File: src/rtl/pud_pkg.sv
package pud_pkg;

    // ascii codes the decoder cares about
    localparam logic [7:0] CH_PCT   = 8'h25;  // '%'
    localparam logic [7:0] CH_MINUS = 8'h2d;  // '-'
    localparam logic [7:0] CH_DOT   = 8'h2e;  // '.'

    // decoupling queue between front and back
    localparam int QDEPTH = 4;
    localparam int QAW    = $clog2(QDEPTH);

    // one classified input byte: up to three output bytes, in order
    typedef struct packed {
        logic [2:0][7:0] bytes;
        logic [1:0]      cnt;
        logic            last;
    } t_ent;

endpackage

File: src/rtl/percent_url_decoder_top.sv
// percent-decoding url byte stream
//
// input channel:  i_valid / o_ready, payload i_in_byte, i_in_last (end of string)
// output channel: o_valid / i_ready, payload o_out_byte, o_out_last
// a transfer happens on a rising edge with valid and ready both high
//
// each input byte gives 0 to 3 output bytes; "%xy" with x, y from letters,
// digits, '-' and '.' collapses to one byte, broken escapes pass through
// literally, and an escape open at end of string is flushed as is
//
// an accepted input byte is written into the queue and then loaded into the
// output stage before its first output byte is on offer
// throughput: one input byte per cycle while the four-entry queue has room;
// the output side moves one byte per cycle while i_ready is high, and each
// output byte of an input byte (at most three) needs its own transfer
//
// reset (synchronous, active low) clears the escape state, the queue and
// the output stage; nothing is flushed. when the receiver stalls the output
// byte holds, the queue fills and then o_ready drops
module percent_url_decoder_top import pud_pkg::*; (
    input  logic       i_clk,
    input  logic       i_rst_n,
    input  logic       i_valid,
    output logic       o_ready,
    input  logic [7:0] i_in_byte,
    input  logic       i_in_last,
    output logic       o_valid,
    input  logic       i_ready,
    output logic [7:0] o_out_byte,
    output logic       o_out_last
);

    // front -> queue
    logic push;
    t_ent push_ent;
    logic full;

    // queue -> back
    logic pop;
    logic nempty;
    t_ent head;

    // front: escape tracking and classification of each input byte
    pud_front u_front (
        .i_clk     (i_clk),
        .i_rst_n   (i_rst_n),
        .i_valid   (i_valid),
        .o_ready   (o_ready),
        .i_in_byte (i_in_byte),
        .i_in_last (i_in_last),
        .i_full    (full),
        .o_push    (push),
        .o_ent     (push_ent)
    );

    // queue decouples the classifier from the output serializer
    pud_queue u_queue (
        .i_clk    (i_clk),
        .i_rst_n  (i_rst_n),
        .i_push   (push),
        .i_ent    (push_ent),
        .o_full   (full),
        .i_pop    (pop),
        .o_nempty (nempty),
        .o_head   (head)
    );

    // back: sends the bytes of one entry, one transfer per cycle while i_ready is high
    pud_back u_back (
        .i_clk      (i_clk),
        .i_rst_n    (i_rst_n),
        .i_nempty   (nempty),
        .i_head     (head),
        .o_pop      (pop),
        .o_valid    (o_valid),
        .i_ready    (i_ready),
        .o_out_byte (o_out_byte),
        .o_out_last (o_out_last)
    );

endmodule

File: src/rtl/pud_front.sv
module pud_front import pud_pkg::*; (
    input  logic       i_clk,
    input  logic       i_rst_n,
    input  logic       i_valid,
    output logic       o_ready,
    input  logic [7:0] i_in_byte,
    input  logic       i_in_last,
    input  logic       i_full,
    output logic       o_push,
    output t_ent       o_ent
);

    typedef enum logic [1:0] {
        PH_IDLE  = 2'd0,
        PH_PCT   = 2'd1,
        PH_FIRST = 2'd2
    } t_phase;

    t_phase     r_phase, n_phase;
    logic [7:0] r_first, n_first;
    logic       accept;
    t_ent       ent;

    function automatic logic in_set(input logic [7:0] c);
        return (c >= "a" && c <= "z") || (c >= "A" && c <= "Z") ||
               (c >= "0" && c <= "9") || c == CH_MINUS || c == CH_DOT;
    endfunction

    // {valid, digit}
    function automatic logic [4:0] hex_digit(input logic [7:0] c);
        logic [7:0] d;
        d = 8'h00;
        if (c >= "0" && c <= "9") begin
            d = c - 8'h30;
            return {1'b1, d[3:0]};
        end
        if (c >= "a" && c <= "f") begin
            d = c - 8'h57;
            return {1'b1, d[3:0]};
        end
        if (c >= "A" && c <= "F") begin
            d = c - 8'h37;
            return {1'b1, d[3:0]};
        end
        return 5'b0;
    endfunction

    function automatic logic [7:0] pair_value(input logic [7:0] c0, input logic [7:0] c1);
        logic [4:0] d0;
        logic [4:0] d1;
        d0 = hex_digit(c0);
        d1 = hex_digit(c1);
        if (c0 == CH_MINUS) begin
            return d1[4] ? (8'h00 - {4'h0, d1[3:0]}) : 8'h00;
        end
        if (d0[4]) begin
            return d1[4] ? {d0[3:0], d1[3:0]} : {4'h0, d0[3:0]};
        end
        return 8'h00;
    endfunction

    assign accept  = i_valid && o_ready;
    assign o_ready = !i_full;

    always_comb begin
        logic consumed;
        ent      = '0;
        n_phase  = r_phase;
        n_first  = r_first;
        consumed = 1'b0;
        unique case (r_phase)
            PH_FIRST: begin
                if (in_set(i_in_byte)) begin
                    ent.bytes[ent.cnt] = pair_value(r_first, i_in_byte);
                    ent.cnt            = ent.cnt + 2'd1;
                    consumed           = 1'b1;
                end else begin
                    ent.bytes[ent.cnt] = CH_PCT;
                    ent.cnt            = ent.cnt + 2'd1;
                    ent.bytes[ent.cnt] = r_first;
                    ent.cnt            = ent.cnt + 2'd1;
                end
                n_phase = PH_IDLE;
                n_first = 8'h00;
            end
            PH_PCT: begin
                if (in_set(i_in_byte)) begin
                    n_first  = i_in_byte;
                    n_phase  = PH_FIRST;
                    consumed = 1'b1;
                end else begin
                    ent.bytes[ent.cnt] = CH_PCT;
                    ent.cnt            = ent.cnt + 2'd1;
                    n_phase            = PH_IDLE;
                end
            end
            default: begin
                n_phase = PH_IDLE;
            end
        endcase

        if (!consumed) begin
            if (i_in_byte == CH_PCT) begin
                n_phase = PH_PCT;
            end else begin
                ent.bytes[ent.cnt] = i_in_byte;
                ent.cnt            = ent.cnt + 2'd1;
            end
        end

        // flush a pending escape at end of string
        if (i_in_last) begin
            if (n_phase == PH_PCT || n_phase == PH_FIRST) begin
                ent.bytes[ent.cnt] = CH_PCT;
                ent.cnt            = ent.cnt + 2'd1;
            end
            if (n_phase == PH_FIRST) begin
                ent.bytes[ent.cnt] = n_first;
                ent.cnt            = ent.cnt + 2'd1;
            end
            n_phase = PH_IDLE;
            n_first = 8'h00;
        end
        ent.last = i_in_last;
    end

    assign o_ent  = ent;
    assign o_push = accept && (ent.cnt != 2'd0);

    always_ff @(posedge i_clk) begin
        if (!i_rst_n) begin
            r_phase <= PH_IDLE;
            r_first <= 8'h00;
        end else if (accept) begin
            r_phase <= n_phase;
            r_first <= n_first;
        end
    end

    a_last_pushes: assert property (@(posedge i_clk) disable iff (!i_rst_n)
        (accept && i_in_last) |-> o_push)
        else $error("end of string produced no output entry");

    a_last_clears: assert property (@(posedge i_clk) disable iff (!i_rst_n)
        (accept && i_in_last) |=> (r_phase == PH_IDLE && r_first == 8'h00))
        else $error("escape state not cleared after end of string");

endmodule

File: src/rtl/pud_queue.sv
module pud_queue import pud_pkg::*; (
    input  logic i_clk,
    input  logic i_rst_n,
    input  logic i_push,
    input  t_ent i_ent,
    output logic o_full,
    input  logic i_pop,
    output logic o_nempty,
    output t_ent o_head
);

    t_ent           r_mem [QDEPTH];
    logic [QAW-1:0] r_wp;
    logic [QAW-1:0] r_rp;
    logic [QAW:0]   r_cnt;

    assign o_full   = (r_cnt == (QAW+1)'(QDEPTH));
    assign o_nempty = (r_cnt != '0);
    assign o_head   = r_mem[r_rp];

    always_ff @(posedge i_clk) begin
        if (i_push) begin
            r_mem[r_wp] <= i_ent;
        end
    end

    always_ff @(posedge i_clk) begin
        if (!i_rst_n) begin
            r_wp  <= '0;
            r_rp  <= '0;
            r_cnt <= '0;
        end else begin
            if (i_push) begin
                r_wp <= r_wp + QAW'(1);
            end
            if (i_pop) begin
                r_rp <= r_rp + QAW'(1);
            end
            if (i_push && !i_pop) begin
                r_cnt <= r_cnt + (QAW+1)'(1);
            end else if (i_pop && !i_push) begin
                r_cnt <= r_cnt - (QAW+1)'(1);
            end
        end
    end

    a_no_overflow: assert property (@(posedge i_clk) disable iff (!i_rst_n)
        i_push |-> (!o_full || i_pop))
        else $error("queue written while full");

    a_no_underflow: assert property (@(posedge i_clk) disable iff (!i_rst_n)
        i_pop |-> o_nempty)
        else $error("queue read while empty");

endmodule

File: src/rtl/pud_back.sv
module pud_back import pud_pkg::*; (
    input  logic       i_clk,
    input  logic       i_rst_n,
    input  logic       i_nempty,
    input  t_ent       i_head,
    output logic       o_pop,
    output logic       o_valid,
    input  logic       i_ready,
    output logic [7:0] o_out_byte,
    output logic       o_out_last
);

    t_ent       r_ent;
    logic [1:0] r_idx;
    logic       r_busy;
    logic       at_end;
    logic       done;

    assign at_end = (r_idx == r_ent.cnt - 2'd1);
    assign done   = r_busy && i_ready && at_end;
    assign o_pop  = i_nempty && (!r_busy || done);

    assign o_valid    = r_busy;
    assign o_out_byte = r_ent.bytes[r_idx];
    assign o_out_last = r_ent.last && at_end;

    always_ff @(posedge i_clk) begin
        if (o_pop) begin
            r_ent <= i_head;
        end
    end

    always_ff @(posedge i_clk) begin
        if (!i_rst_n) begin
            r_busy <= 1'b0;
            r_idx  <= 2'd0;
        end else if (o_pop) begin
            r_busy <= 1'b1;
            r_idx  <= 2'd0;
        end else if (done) begin
            r_busy <= 1'b0;
            r_idx  <= 2'd0;
        end else if (r_busy && i_ready) begin
            r_idx <= r_idx + 2'd1;
        end
    end

    a_idx_range: assert property (@(posedge i_clk) disable iff (!i_rst_n)
        r_busy |-> (r_idx < r_ent.cnt))
        else $error("byte index beyond entry count");

endmodule
File: config.mk
export PLATFORM = sky130hd
export DESIGN_NAME = percent_url_decoder_top
export DESIGN_NICKNAME = d
export VERILOG_FILES = /design/src/rtl/pud_pkg.sv /design/src/rtl/percent_url_decoder_top.sv /design/src/rtl/pud_front.sv /design/src/rtl/pud_queue.sv /design/src/rtl/pud_back.sv
export SDC_FILE = /design/constraint.sdc
export NUM_CORES = 1
export LEC_CHECK = 0
export BUFFER_PORTS_ARGS = -buffer_cell sky130_fd_sc_hd__buf_2
export CORE_MARGIN = 10
export CORE_UTILIZATION = 40
export DETAILED_ROUTE_END_ITERATION = 8
export GPL_TIMING_DRIVEN = 0
export PLACE_DENSITY_LB_ADDON = 0.1
export SYNTH_ARGS = -nofsm -noshare
export SYNTH_HDL_FRONTEND = slang
export SYNTH_SLANG_ARGS = --single-unit
export TNS_END_PERCENT = 50
File: constraint.sdc
create_clock -name i_clk -period 8.2 [get_ports i_clk]
set_input_delay 0.41 -clock i_clk [delete_from_list [all_inputs] [get_ports i_clk]]
set_output_delay 0.41 -clock i_clk [all_outputs]
set_load 0.02 [all_outputs]
Word-level counts from Yosys, hierarchy flattened
Memories as Yosys holds them, arrays and structs flattened. A register that Yosys moved wholly into a read port is not among the register bits.
Cells that the tools add are included.
{"block": "totals", "output_inout_bits": 11, "mem_bits_rw": 108, "mem_count": 1, "register_bits": 20, "input_bits": 13}
{"name": "u_queue.r_mem", "words": 4, "word_bits": 27, "rd": 1, "rd_clocked_by_memory_dff": 1, "write_ports": 1, "line": "pud_queue.sv:12", "rtl": "t_ent r_mem [QDEPTH];"}
{"block": "op_classes", "bitwise": 4, "add_sub_neg": 16, "reduce_logical": 35, "order_cmp": 21, "eq_ne": 10, "mux": 90}
{"operator": "2-to-1 mux 26 bit", "count": 6}
{"operator": "2-to-1 mux 8 bit", "count": 15}
{"operator": "2-to-1 mux 5 bit", "count": 16}
{"operator": "bitwise mux 24 bit", "count": 2}
{"operator": "demux 8 bit (select 2 bit)", "count": 3}
{"operator": "less-or-equal comparator 8 x 7 -> 1 bit (second input constant)", "count": 6}
{"operator": "2-to-1 mux 1 bit", "count": 37}
{"operator": "equality test 8 x 6 -> 1 bit (second input constant)", "count": 4}
{"operator": "greater-or-equal comparator 8 x 7 -> 1 bit (second input constant)", "count": 4}
{"operator": "one-hot mux 10 bit (2 select lines)", "count": 1}
{"operator": "logical AND 1 bit", "count": 19}
{"operator": "binary-select mux 8 bit (select 2 bit)", "count": 1}
{"operator": "greater-or-equal comparator 8 x 6 -> 1 bit (second input constant)", "count": 2}
{"operator": "less-or-equal comparator 8 x 6 -> 1 bit (second input constant)", "count": 2}
{"operator": "one-hot mux 8 bit (2 select lines)", "count": 1}
{"operator": "subtractor 4 x 3 -> 4 bit (second input constant)", "count": 4}
{"operator": "bitwise AND 15 bit", "count": 1}
{"operator": "NOT 15 bit", "count": 1}
{"operator": "adder 2 x 1 -> 2 bit (second input constant)", "count": 6}
{"operator": "less-than comparator 2 x 3 -> 1 bit (second input constant)", "count": 4}
{"operator": "2-to-1 mux 10 bit", "count": 1}
{"operator": "2-to-1 mux 2 bit", "count": 5}
{"operator": "OR 9 bit", "count": 1}
{"operator": "subtractor 4 x 1 -> 4 bit (second input constant)", "count": 2}
{"operator": "other kinds (17)", "count": 32}

Logic depth before layout (Yosys ltp)
Gate-level depths: netlist of run 1.
{"block": "depth", "depth_word": 56, "depth_mapped": 24, "ltp_nobuf": 22}

Modules after synthesis
A second synthesis of run 1 with hierarchy kept.
{"block": "hier_totals", "hier_cells": 568, "area_unflattened_um2": 7797.5}
{"module": "pud_queue", "instances": 1, "cells_each": 184, "area_each_um2": 4390.5, "seq_area_each_um2": 3423.3}
{"module": "pud_front", "instances": 1, "cells_each": 307, "area_each_um2": 2230.9, "seq_area_each_um2": 200.2}
{"module": "pud_back", "instances": 1, "cells_each": 77, "area_each_um2": 1176.1, "seq_area_each_um2": 870.8}

Least setup slack after synthesis of run 1
OpenSTA, ideal clock, no wires.
{"block": "synth_timing", "path_type": "input port to flip-flop", "from": "input i_in_byte[1]", "to": "register u_queue.r_cnt[2]", "stages": 23, "setup_ns": 0.076, "arrival_time_ns": 5.388, "slack_ns": 2.736, "n_path_buf": 1, "path_cell_list": "clkbuf_1 inv_1 ha_1 o211a_1 o221ai_2 a21boi_4 mux2i_2 ha_1 a31oi_1 ha_1 mux2i_1 inv_1 ha_1 nand2_1 o21ai_0 a22o_1 a31oi_4 ha_1 inv_1 fa_1 xor2_1 or3_1 a21boi_0"}
{"block": "synth_between", "elab_chain_cells": 22, "word_cells_on_any_way": 44, "classes_between": "3 x add/sub; 6 x order compare; 5 x eq/ne; 16 x mux; 14 x reduce/logical"}
{"item": "from (decl)", "line": "percent_url_decoder_top.sv:25", "rtl": "input logic [7:0] i_in_byte,"}
{"item": "greater-or-equal comparator 8 x 7 -> 1 bit or less-or-equal comparator 8 x 7 -> 1 bit (tied branches)", "line": "pud_front.sv:25", "rtl": "return (c >= \"a\" && c <= \"z\") || (c >= \"A\" && c <= \"Z\") ||"}
{"item": "logical AND 1 bit", "line": "pud_front.sv:25"}
{"item": "logical OR 1 bit (2 in a row)", "line": "pud_front.sv:25"}
{"item": "logical OR 1 bit (2 in a row)", "line": "pud_front.sv:26", "rtl": "(c >= \"0\" && c <= \"9\") || c == CH_MINUS || c == CH_DOT;"}
{"item": "2-to-1 mux 8 bit, or another cell as far along", "line": "pud_front.sv:87", "rtl": "if (in_set(i_in_byte)) begin"}
{"item": "one-hot mux 10 bit (2 select lines) or 2-to-1 mux 2 bit (tied branches)", "line": "pud_front.sv:71", "rtl": "unique case (r_phase)"}
{"item": "adder 2 x 1 -> 2 bit or 2-to-1 mux 2 bit (tied branches)", "line": "pud_front.sv:107, pud_front.sv:103"}
{"item": "2-to-1 mux 26 bit or 2-to-1 mux 2 bit (tied branches)", "line": "pud_front.sv:103, pud_front.sv:102"}
{"item": "[5 not listed]"}
{"item": "2-to-1 mux 26 bit", "line": "pud_front.sv:117", "rtl": "if (n_phase == PH_FIRST) begin"}
{"item": "2-to-1 mux 26 bit *", "line": "pud_front.sv:112", "rtl": "if (i_in_last) begin"}
{"item": "nonzero test 2 bit *", "line": "pud_front.sv:128", "rtl": "assign o_push = accept && (ent.cnt != 2'd0);"}
{"item": "logical AND 1 bit *", "line": "pud_front.sv:128"}
{"item": "net push", "line": "percent_url_decoder_top.sv:34", "rtl": "logic push;"}
{"item": "zero test 1 bit", "line": "pud_queue.sv:41", "rtl": "end else if (i_pop && !i_push) begin"}
{"item": "logical AND 1 bit", "line": "pud_queue.sv:41"}
{"item": "nonzero test 2 bit (no source line)"}
{"item": "to (signal assigned)", "line": "pud_queue.sv:40", "rtl": "r_cnt <= r_cnt + (QAW+1)'(1);"}
{"item": "to (signal assigned)", "line": "pud_queue.sv:42", "rtl": "r_cnt <= r_cnt - (QAW+1)'(1);"}
{"item": "to (decl)", "line": "pud_queue.sv:15", "rtl": "logic [QAW:0] r_cnt;"}
Mark *: on every way through the listed nets, which the timed path passes. The rest lies on a longest branch. The select of a mux whose other input is x is not followed.
A chain may end at the register's enable or synchronous reset.

Final worst setup path of run 1
Ends and elaborated chain as after synthesis.

==> results.yml, run 1 <==
status:
  status: "complete, no violations"
worst_setup_path:
  cpMaxStageDelayCell: "clkbuf_1"
  crit_required_ns: 8.54
  slowest_delay_ns: 0.47
  r2r_cells: 21
  cp.arrival_ns: 6.48
  crit_family: "compound AO/OA/AOI/OAI gates"
  cp_cell_sequence: "buf_2, clkbuf_1, inv_1, ha_1, o211a_1, o221ai_2, a21boi_4, mux2i_2, ha_1, a31oi_1, ha_1, mux2i_1, inv_1, ha_1, nand2_1, o21ai_0, a22o_1, a31oi_4, ha_1, inv_1, fa_1, xor2_1, or3_1, a21boi_0"
  worstSetupPathType: "in2reg"
  worstSetupEndpointType: "flop"
  path_max_fanout: 10
  cp_common_cell: "ha_1"
  cp-start-kind: "input pin"
  path_depth: 24
  critPathBufInv: 5
cts:
  cts_tree: "yes"
  cts.sinks: 155
  cts.repair.resized: 0
  path_clk_slew_ns: 0.06
  insertion_delay_ns: 0.41
  clock_path_buffers: 2
  htreeDepth: 4
  root_buffer: "clkbuf_16"
  cts_buffers: 17
  ctsHoldBuffers: 0
  cts_setup_buffers: 0
sta:
  period_share: 0.7494
  slew_headroom: 0.1927
  setup_violations: 0
  final_hold_viol_count: 0
  finalSetupTns_ns: 0
  skew_ns: 0.01139
  min_period_ns: 6.145
  worst_slew_pin_slew_ns: 1.210
  rsz0062_at_grt: "no"
  timing.fmax_mhz: 162.7
  drv_slew: 0
synth:
  synth_nets: 623
  synth_top_area_share: 0.5292
  ys_ff_latch: 155
  seq_area_frac_synth: 0.5815
  synth_cell_types: 66
  synth_area_leader_cell: "edfxtp_1"
  async_flop_share: 0
  synth_cells: 584
  synth_edf_count: 135
  ys_warn_count: 0
  synth.area.top_cells: "edfxtp_1 53%, mux4_2 7.9%, dfxtp_1 5.2%"
  avgSynthCellArea_um2: 13.12
  ys.flop_type: "edfxtp_1"
  syn_area_um2: 7660
  ys_top_cells_by_count: "135 x edfxtp_1, 53 x nand2_1, 32 x o21ai_0"
  yosys.cell_count.top_type: "edfxtp_1"
grt:
  grt_pass1_vias: 5049
  grt_first_pass_wirelength_um: 29400
  grt_max_degree: 29
  grt_util_all_layers: 0.1555
  grt.overflow.total: 0
  antenna_found_initial: 0
route:
  drtAntennaViolNets: 0
  drcViolationCount: 0
  drt-total-wl_um: 18820
  drt-initial-drc-count: 408
  drtPass1Iterations: 5
  avgViaCountPerCell: 5.732
  dr_total_vias: 4998
  routedWlPerCell_um: 21.58
finish:
  nNetsFinal: 664
  layout.cells.non_filler: 872
  post-route-util: 0.4599
  n_fill_cell: 1723
  drive_above_1_share: 0.1567
  synthToLayoutAreaGrowth_pct: 12.69
  n_antenna_cell: 0
floorplanning:
  row_count: 50
  die_x_um: 158.4
  die_h_um: 158.4
  ios: 24
  core_region_area_um2: 18770
  start_util: 0.4081
  die_area_um2: 25080
pwr:
  peakVddDrop_mv: 0.1305
  p_leak_nw: 2.881
  power_density_nw_per_um2: 264.5
placed_design:
  place.gp.congestion: 0.9309
  io_buffers: 22
  hpwlAfterDp_um: 13440
  dp_cells: 840
run:
  cap_violations: 0
min_path:
  hold_class: "in2reg"
  whs_path_depth: 3
path summary, 6_finish.rpt:
kind	startpoint	endpoint	slack, ns
max	i_in_byte[1]	u_queue.r_cnt[2]$_SDFFE_PN0P_	2.06
min	i_rst_n	u_queue.r_wp[0]$_SDFFE_PN0P_	0.28
max reg2reg	u_front.r_phase[0]$_SDFFE_PN0P_	u_queue.r_cnt[2]$_SDFFE_PN0P_	3.10
min reg2reg	u_queue.r_wp[1]$_SDFFE_PN0P_	u_queue.r_wp[1]$_SDFFE_PN0P_	0.51
flip-flops by register name, indices dropped and copies added (netlist names):
| name | cells |
|---|---|
| u_back.o_valid | 1 |
| u_back.r_ent | 27 |
| u_back.r_idx | 2 |
| u_front.r_first | 8 |
| u_front.r_phase | 2 |
| u_queue.r_cnt | 3 |
| u_queue.r_mem | 108 |
| u_queue.r_rp | 2 |
| u_queue.r_wp | 2 |
placed cells by master, fill, tap and decap left out, drive strengths merged, types with 3 or more instances in the layout:
master,n
buf,32
a21oi,25
mux4,27
nor3,8
dfxtp,20
a211oi,3
clkinvlp,4
nor2,26
nand2,53
and2,14
nand3,8
mux2i,15
xnor2,9
clkbuf,38
o221ai,3
a21o,6
a22o,10
a32oi,3
o211ai,4
o211a,3
inv,30
a21boi,3
nand4,5
edfxtp,135
ha,25
nor4,3
and3,8
o21ai,33
nor2b,12
nand2b,6
a31oi,8
xor2,4
a22oi,16
final cells by class:
class | count | area [µm²] | share of cell area
plain buffers | 30 | 123.9 | 0.01435
inverters | 23 | 86.33 | 0.01000
flip-flops and latches | 155 | 4454 | 0.5160
clock inverters | 14 | 135.1 | 0.01565
multi-input cells | 376 | 3000 | 0.3476
clock buffers | 18 | 429.2 | 0.04972
repair buffers | 22 | 110.1 | 0.01276
well taps | 234 | 292.8 | 0.03392
report_power, final:
group / internal [mW] / leakage [nW] / switching (mW) / total (mW)
sequential: 1.02 / 1.35 / 0.0411 / 1.07
clock: 0.425 / 0.266 / 0.317 / 0.742
combinational: 0.186 / 1.27 / 0.290 / 0.476
total: 1.64 / 2.88 / 0.648 / 2.28
metrics by stage:
step	hold slack (ns)	cell area [µm²]	power, mW	worst slack, ns
global route	0.3117	8632	2.394	1.710
global placement	0.4749	8063	1.559	1.333
finish	0.2829	8632	2.283	2.055
floorplan	0.4677	7660	1.409	2.736
detailed placement	0.4979	8068	1.571	1.651
CTS	0.2729	8632	2.313	2.036
kinds of logic after synthesis:
family          count (synthesis)  share of synthesized area
simple gates                  157                     0.1054
flops                         155                     0.5815
compound gates                138                     0.1279
buf+inv                        53                    0.02744
mux                            42                    0.09948
fa+ha+maj                      26                    0.04345
xor+xnor                       13                    0.01486
per-layer routing:
layer | up-vias | track usage | wire length, µm
li1 | 2333 | - | -
met1 | 2497 | 0.2132 | 8731
met2 | 147 | 0.2438 | 8904
met3 | 21 | 0.02536 | 884
met4 | 0 | 0.05558 | 296
met5 | - | 0 | 0
tightest hold or removal path: cells and delay by family:
family	cells	cell delay (ns)
buffers and inverters	1	0.11
AND/OR/NAND/NOR	1	0.06
multiplexers	1	0.06
Note: power is estimated with default switching activity, not from simulation.
==> run 2: changes to the inputs <==
clock period = 6 ns   (was 8.2 ns; I/O delays follow)
==> run 2 against run 1 <==
Combinational power rose by 36%. Power is 37% higher. Non-clock buffer count did not move.
==> results.yml, run 2 (synthesized netlist as in run 1, its figures left out) <==
worst_setup_path:
  reg2reg_slack_ns: 0.98
  crit_required_ns: 6.34
  cp.arrival_ns: 6.02
  worstSetupEndpointType: "flop"
  regToRegStartpoint: "u_front.r_phase[0]$_SDFFE_PN0P_"
  r2r_cells: 21
  path_max_fanout: 10
  slowest_delay_ns: 0.46
  crit_family: "compound AO/OA/AOI/OAI gates"
  worstSetupPathType: "in2reg"
  cp_common_cell: "ha_1"
  r2r-end: "u_queue.r_cnt[2]$_SDFFE_PN0P_"
  cp_cell_sequence: "buf_2, clkbuf_2, inv_1, ha_1, o211a_1, o221ai_2, a21boi_4, mux2i_2, ha_1, a31oi_2, ha_1, mux2i_1, inv_1, ha_1, nand2_1, o21ai_0, a22o_1, a31oi_4, ha_1, inv_1, fa_1, xor2_1, or3_1, a21boi_0"
  cpMaxStageDelayCell: "mux2i_2"
  critPathBufInv: 5
  cp-start-kind: "input pin"
finish:
  post-route-util: 0.4604
  n_antenna_cell: 0
  n_fill_cell: 1722
  seqCellArea_um2: 4454
  synthToLayoutAreaGrowth_pct: 12.81
  final_cell_mix: "135 x edfxtp_1, 53 x nand2_1, 32 x o21ai_0, 28 x buf_2, 27 x mux4_2"
  layout.cells.non_filler: 872
  drive_above_1_share: 0.1614
  multiInputGateArea_um2: 3007
  largest_register_ffs: 108
  top_register: "u_queue.r_mem"
  nNetsFinal: 664
  final_common_cell: "edfxtp_1"
  largestRegisters: "u_queue.r_mem x108, u_back.r_ent x27, u_front.r_first x8"
route:
  drtPass1Iterations: 5
  drtAntennaViolNets: 0
  dr_total_vias: 5014
  routedWlPerCell_um: 21.59
  drt-initial-drc-count: 422
  avgViaCountPerCell: 5.750
  drcViolationCount: 0
  drt-total-wl_um: 18830
sta:
  drv_slew: 0
  setup_violations: 0
  period_share: 0.9467
  worst_slew_pin_slew_ns: 1.206
  finalSetupTns_ns: 0
  worst_slack_ns: 0.3197
  slew_headroom: 0.1950
  timing.fmax_mhz: 176.0
  final_hold_viol_count: 0
  min_period_ns: 5.680
  skew_ns: 0.01073
  rsz0062_at_grt: "no"
run:
  cap_violations: 0
placed_design:
  hpwlAfterDp_um: 13440
  io_buffers: 22
  dp_cells: 840
  post-place-ws_ns: -0.4394
  place.gp.congestion: 0.9309
grt:
  grt_util_all_layers: 0.1555
  grt.overflow.total: 0
  grt_max_degree: 29
  antenna_found_initial: 0
  grt_first_pass_wirelength_um: 29400
  grt_pass1_vias: 5049
min_path:
  hold_path_end: "u_queue.r_wp[0]$_SDFFE_PN0P_"
  hold_path_startpoint: "i_rst_n"
  hold_class: "in2reg"
  whs_path_depth: 3
floorplanning:
  row_count: 50
  die_h_um: 158.4
  start_util: 0.4081
  die_area_um2: 25080
  core_region_area_um2: 18770
  ios: 24
  die_x_um: 158.4
pwr:
  power_mw: 3.120
  peakVddDrop_mv: 0.1783
  p_leak_nw: 2.887
  power_density_nw_per_um2: 361.1
cts:
  cts_tree: "yes"
  root_buffer: "clkbuf_16"
  path_clk_slew_ns: 0.06
  ctsHoldBuffers: 0
  cts.sinks: 155
  cts_buffers: 17
  insertion_delay_ns: 0.41
  clock_path_buffers: 2
  htreeDepth: 4
status:
  status: "complete, no violations"
[run 2: layer usage]
metal  GRT usage  routed length [µm]
met5           0                   0
met4     0.05558                 374
met3     0.02536                 711
met1      0.2132                8879
met2      0.2438                8860
[run 2: area by class of cell]
type | instances | share of cell area
Clock buffer | 18 | 0.04967
Multi-Input combinational cell | 376 | 0.3480
Clock inverter | 14 | 0.01564
Sequential cell | 155 | 0.5155
Tap cell | 234 | 0.03388
Timing Repair Buffer | 22 | 0.01274
Buffer | 30 | 0.01462
Inverter | 23 | 0.009991
[run 2: worst max-delay path by stage]
stage                 start                        endpoint  slack [ns]  depth (start not counted)
2_1_floorplan  i_in_byte[1]   u_queue.r_cnt[2]$_SDFFE_PN0P_        0.65                         23
3_3_place_gp   i_in_byte[1]  u_queue.r_mem[0][13]$_DFFE_PP_       -0.76                         19
3_5_place_dp   i_in_byte[1]   u_queue.r_cnt[2]$_SDFFE_PN0P_       -0.44                         24
4_1_cts        i_in_byte[1]   u_queue.r_cnt[2]$_SDFFE_PN0P_        0.21                         24
5_1_grt        i_in_byte[1]   u_queue.r_cnt[2]$_SDFFE_PN0P_        0.04                         25
6_report       i_in_byte[1]   u_queue.r_cnt[2]$_SDFFE_PN0P_        0.32                         24
[run 2: report_power, final]
group          total (mW)  internal, mW  switching [mW]
sequential           1.46          1.40          0.0562
clock                1.01         0.580           0.434
combinational       0.649         0.255           0.395
total                3.12          2.23           0.885
[run 2: metrics by stage]
step	area (µm²)	hold slack, ns
2_1_floorplan	7660	0.3989
3_3_place_gp	8063	0.4749
3_5_place_dp	8068	0.4979
4_1_cts	8635	0.1629
5_1_grt	8641	0.2017
6_report	8641	0.1723
[run 2: timing repair]
action / CTS / global route
setup endpoints to repair: 1 / 1
setup buffers: 0 / 0
gates resized for setup: 2 / 1
pin swaps: 0 / 0
[run 2: worst register-to-register path: cells and delay by family (launching register included)]
kind                       cells  cell delay [ns]
xor gates and xnor gates       1             0.18
DFF                            1             0.33
buffers and inverters          4             0.59
adders and majority gates      6             1.70
muxes                          1             0.18
AOI/OAI and AO/OA              5             1.11
and+or+nand+nor                4             0.88
==> run 3: changes to the inputs <==
CORE_ASPECT_RATIO = 1.5   (was default)
==> run 3 against run 2 <==
Clock skew is 0.0024 ns higher. Combinational power is 0.8% lower. Critical path depth grew 1. Sequential power about the same. Power increased by 4.6%. Critical path type unchanged. Sequential share of layout area is 0.77 points lower. Critical endpoint unchanged. Worst hold slack got worse by 0.013 ns. First-iteration DRC count fell by 21%. Largest power group unchanged.
==> results.yml, run 3 (synthesized netlist as in run 1, its figures left out) <==
cts:
  root_buffer: "clkbuf_16"
  clock_path_buffers: 2
  cts_buffers: 17
  htreeDepth: 4
  cts_tree: "yes"
  cts.sinks: 155
  insertion_delay_ns: 0.42
  path_clk_slew_ns: 0.06
grt:
  grt_first_pass_wirelength_um: 30240
  grt_max_degree: 29
  antenna_found_initial: 0
  grt.overflow.total: 0
  grt_util_all_layers: 0.1571
  grt_pass1_vias: 5158
placed_design:
  dp_cells: 858
  io_buffers: 22
  hpwlAfterDp_um: 14370
  post-place-ws_ns: -0.6906
  place.gp.congestion: 0.9038
  postPlaceCellArea_um2: 8090
finish:
  top_register: "u_queue.r_mem"
  post-route-util: 0.4691
  seqCellArea_um2: 4454
  final_common_cell: "edfxtp_1"
  largest_register_ffs: 108
  n_fill_cell: 1682
  final_cell_mix: "135 x edfxtp_1, 53 x nand2_1, 32 x o21ai_0, 28 x buf_2, 27 x mux4_2"
  largestRegisters: "u_queue.r_mem x108, u_back.r_ent x27, u_front.r_first x8"
  multiInputGateArea_um2: 3024
  finalInstanceArea_um2: 8772
  nNetsFinal: 665
  n_antenna_cell: 0
  layout.cells.non_filler: 891
  synthToLayoutAreaGrowth_pct: 14.52
  drive_above_1_share: 0.1643
route:
  drtPass1Iterations: 4
  drt-total-wl_um: 19460
  drtAntennaViolNets: 0
  avgViaCountPerCell: 5.599
  drcViolationCount: 0
  drt-initial-drc-count: 332
  dr_total_vias: 4989
  routedWlPerCell_um: 21.84
sta:
  worst_slew_pin_slew_ns: 1.235
  worst_slack_ns: 0.3094
  min_period_ns: 5.691
  final_hold_viol_count: 0
  slew_headroom: 0.1755
  drv_slew: 0
  finalSetupTns_ns: 0
  rsz0062_at_grt: "no"
  setup_violations: 0
  period_share: 0.9484
  skew_ns: 0.01309
  hold_ws_ns: 0.1592
  timing.fmax_mhz: 175.7
worst_setup_path:
  cp.arrival_ns: 6.03
  cp-start-kind: "input pin"
  worstSetupPathType: "in2reg"
  worstSetupEndpointType: "flop"
  crit_required_ns: 6.34
  path_max_fanout: 10
pwr:
  power_mw: 3.265
  power_density_nw_per_um2: 372.2
  p_leak_nw: 2.946
  peakVddDrop_mv: 0.1700
run:
  cap_violations: 0
status:
  status: "complete, no violations"
floorplanning:
  ios: 24
  die_x_um: 133.0
  die_area_um2: 25200
  row_count: 61
  start_util: 0.4096
  die_h_um: 189.5
  core_region_area_um2: 18700
min_path:
  hold_class: "in2reg"
[run 3: changes by cell type in the layout (fill, tap and decap cells not counted), moves of 2 or more]
cell / delta
inv_8: -2
inv_6: -2
clkinvlp_4: -3
clkinv_4: +2
clkinv_2: +2
bufinv_16: +4
[run 3: worst paths after layout]
path	startpoint	to	slack, ns	cells after the start
worst max-delay path	i_in_byte[1]	u_queue.r_cnt[2]$_SDFFE_PN0P_	0.31	25
worst min-delay path	i_rst_n	u_queue.r_wp[0]$_SDFFE_PN0P_	0.16	3
worst max register to register	u_front.r_phase[0]$_SDFFE_PN0P_	u_queue.r_cnt[2]$_SDFFE_PN0P_	0.88	21
worst min register to register	u_back.o_valid$_SDFFE_PN0P_	u_back.o_valid$_SDFFE_PN0P_	0.51	2
[run 3: what timing repair did]
action / 4_1_cts / 5_1_grt
endpoints found under the setup margin: 109 / 1
hold buffers: 0 / 0
buffers inserted: 0 / 1
resized for setup: 3 / 4
[run 3: report_power, final]
part	total (mW)	leakage, nW	internal [mW]	switching (mW)
Clock	1.16	0.315	0.741	0.417
Sequential	1.46	1.35	1.40	0.0620
Combinational	0.644	1.28	0.256	0.388
[run 3: routing by layer]
layer	vias up	share of wire	global-route usage
li1	2338	-	-
met1	2498	0.39	0.1680
met2	114	0.54	0.2908
met3	39	0.025	0.02756
met4	0	0.041	0.07385
met5	-	0	0
[run 3: critical path: stages]
cell and delay [ns]:
buf_2 0.12, buf_2 0.26, inv_1 0.14, ha_1 0.30, o211a_1 0.29, o221ai_2 0.27
a21boi_4 0.38, clkbuf_4 0.28, nand2_1 0.11, ha_1 0.33, a31oi_4 0.24, ha_1 0.30
mux2i_1 0.18, inv_1 0.10, ha_1 0.28, nand2_1 0.06, o21ai_0 0.08, a22o_1 0.34
a31oi_4 0.33, ha_1 0.24, inv_1 0.06, fa_1 0.38, xor2_1 0.18, or3_1 0.30
a21boi_0 0.16
[run 3: cell type report]
cell class | instances | share of cell area
inverters | 23 | 0.009842
clock buffers | 18 | 0.04892
well taps | 252 | 0.03594
multi-input cells | 376 | 0.3447
repair buffers | 23 | 0.01341
clock inverters | 14 | 0.02468
plain buffers | 30 | 0.01469
flip-flops and latches | 155 | 0.5078
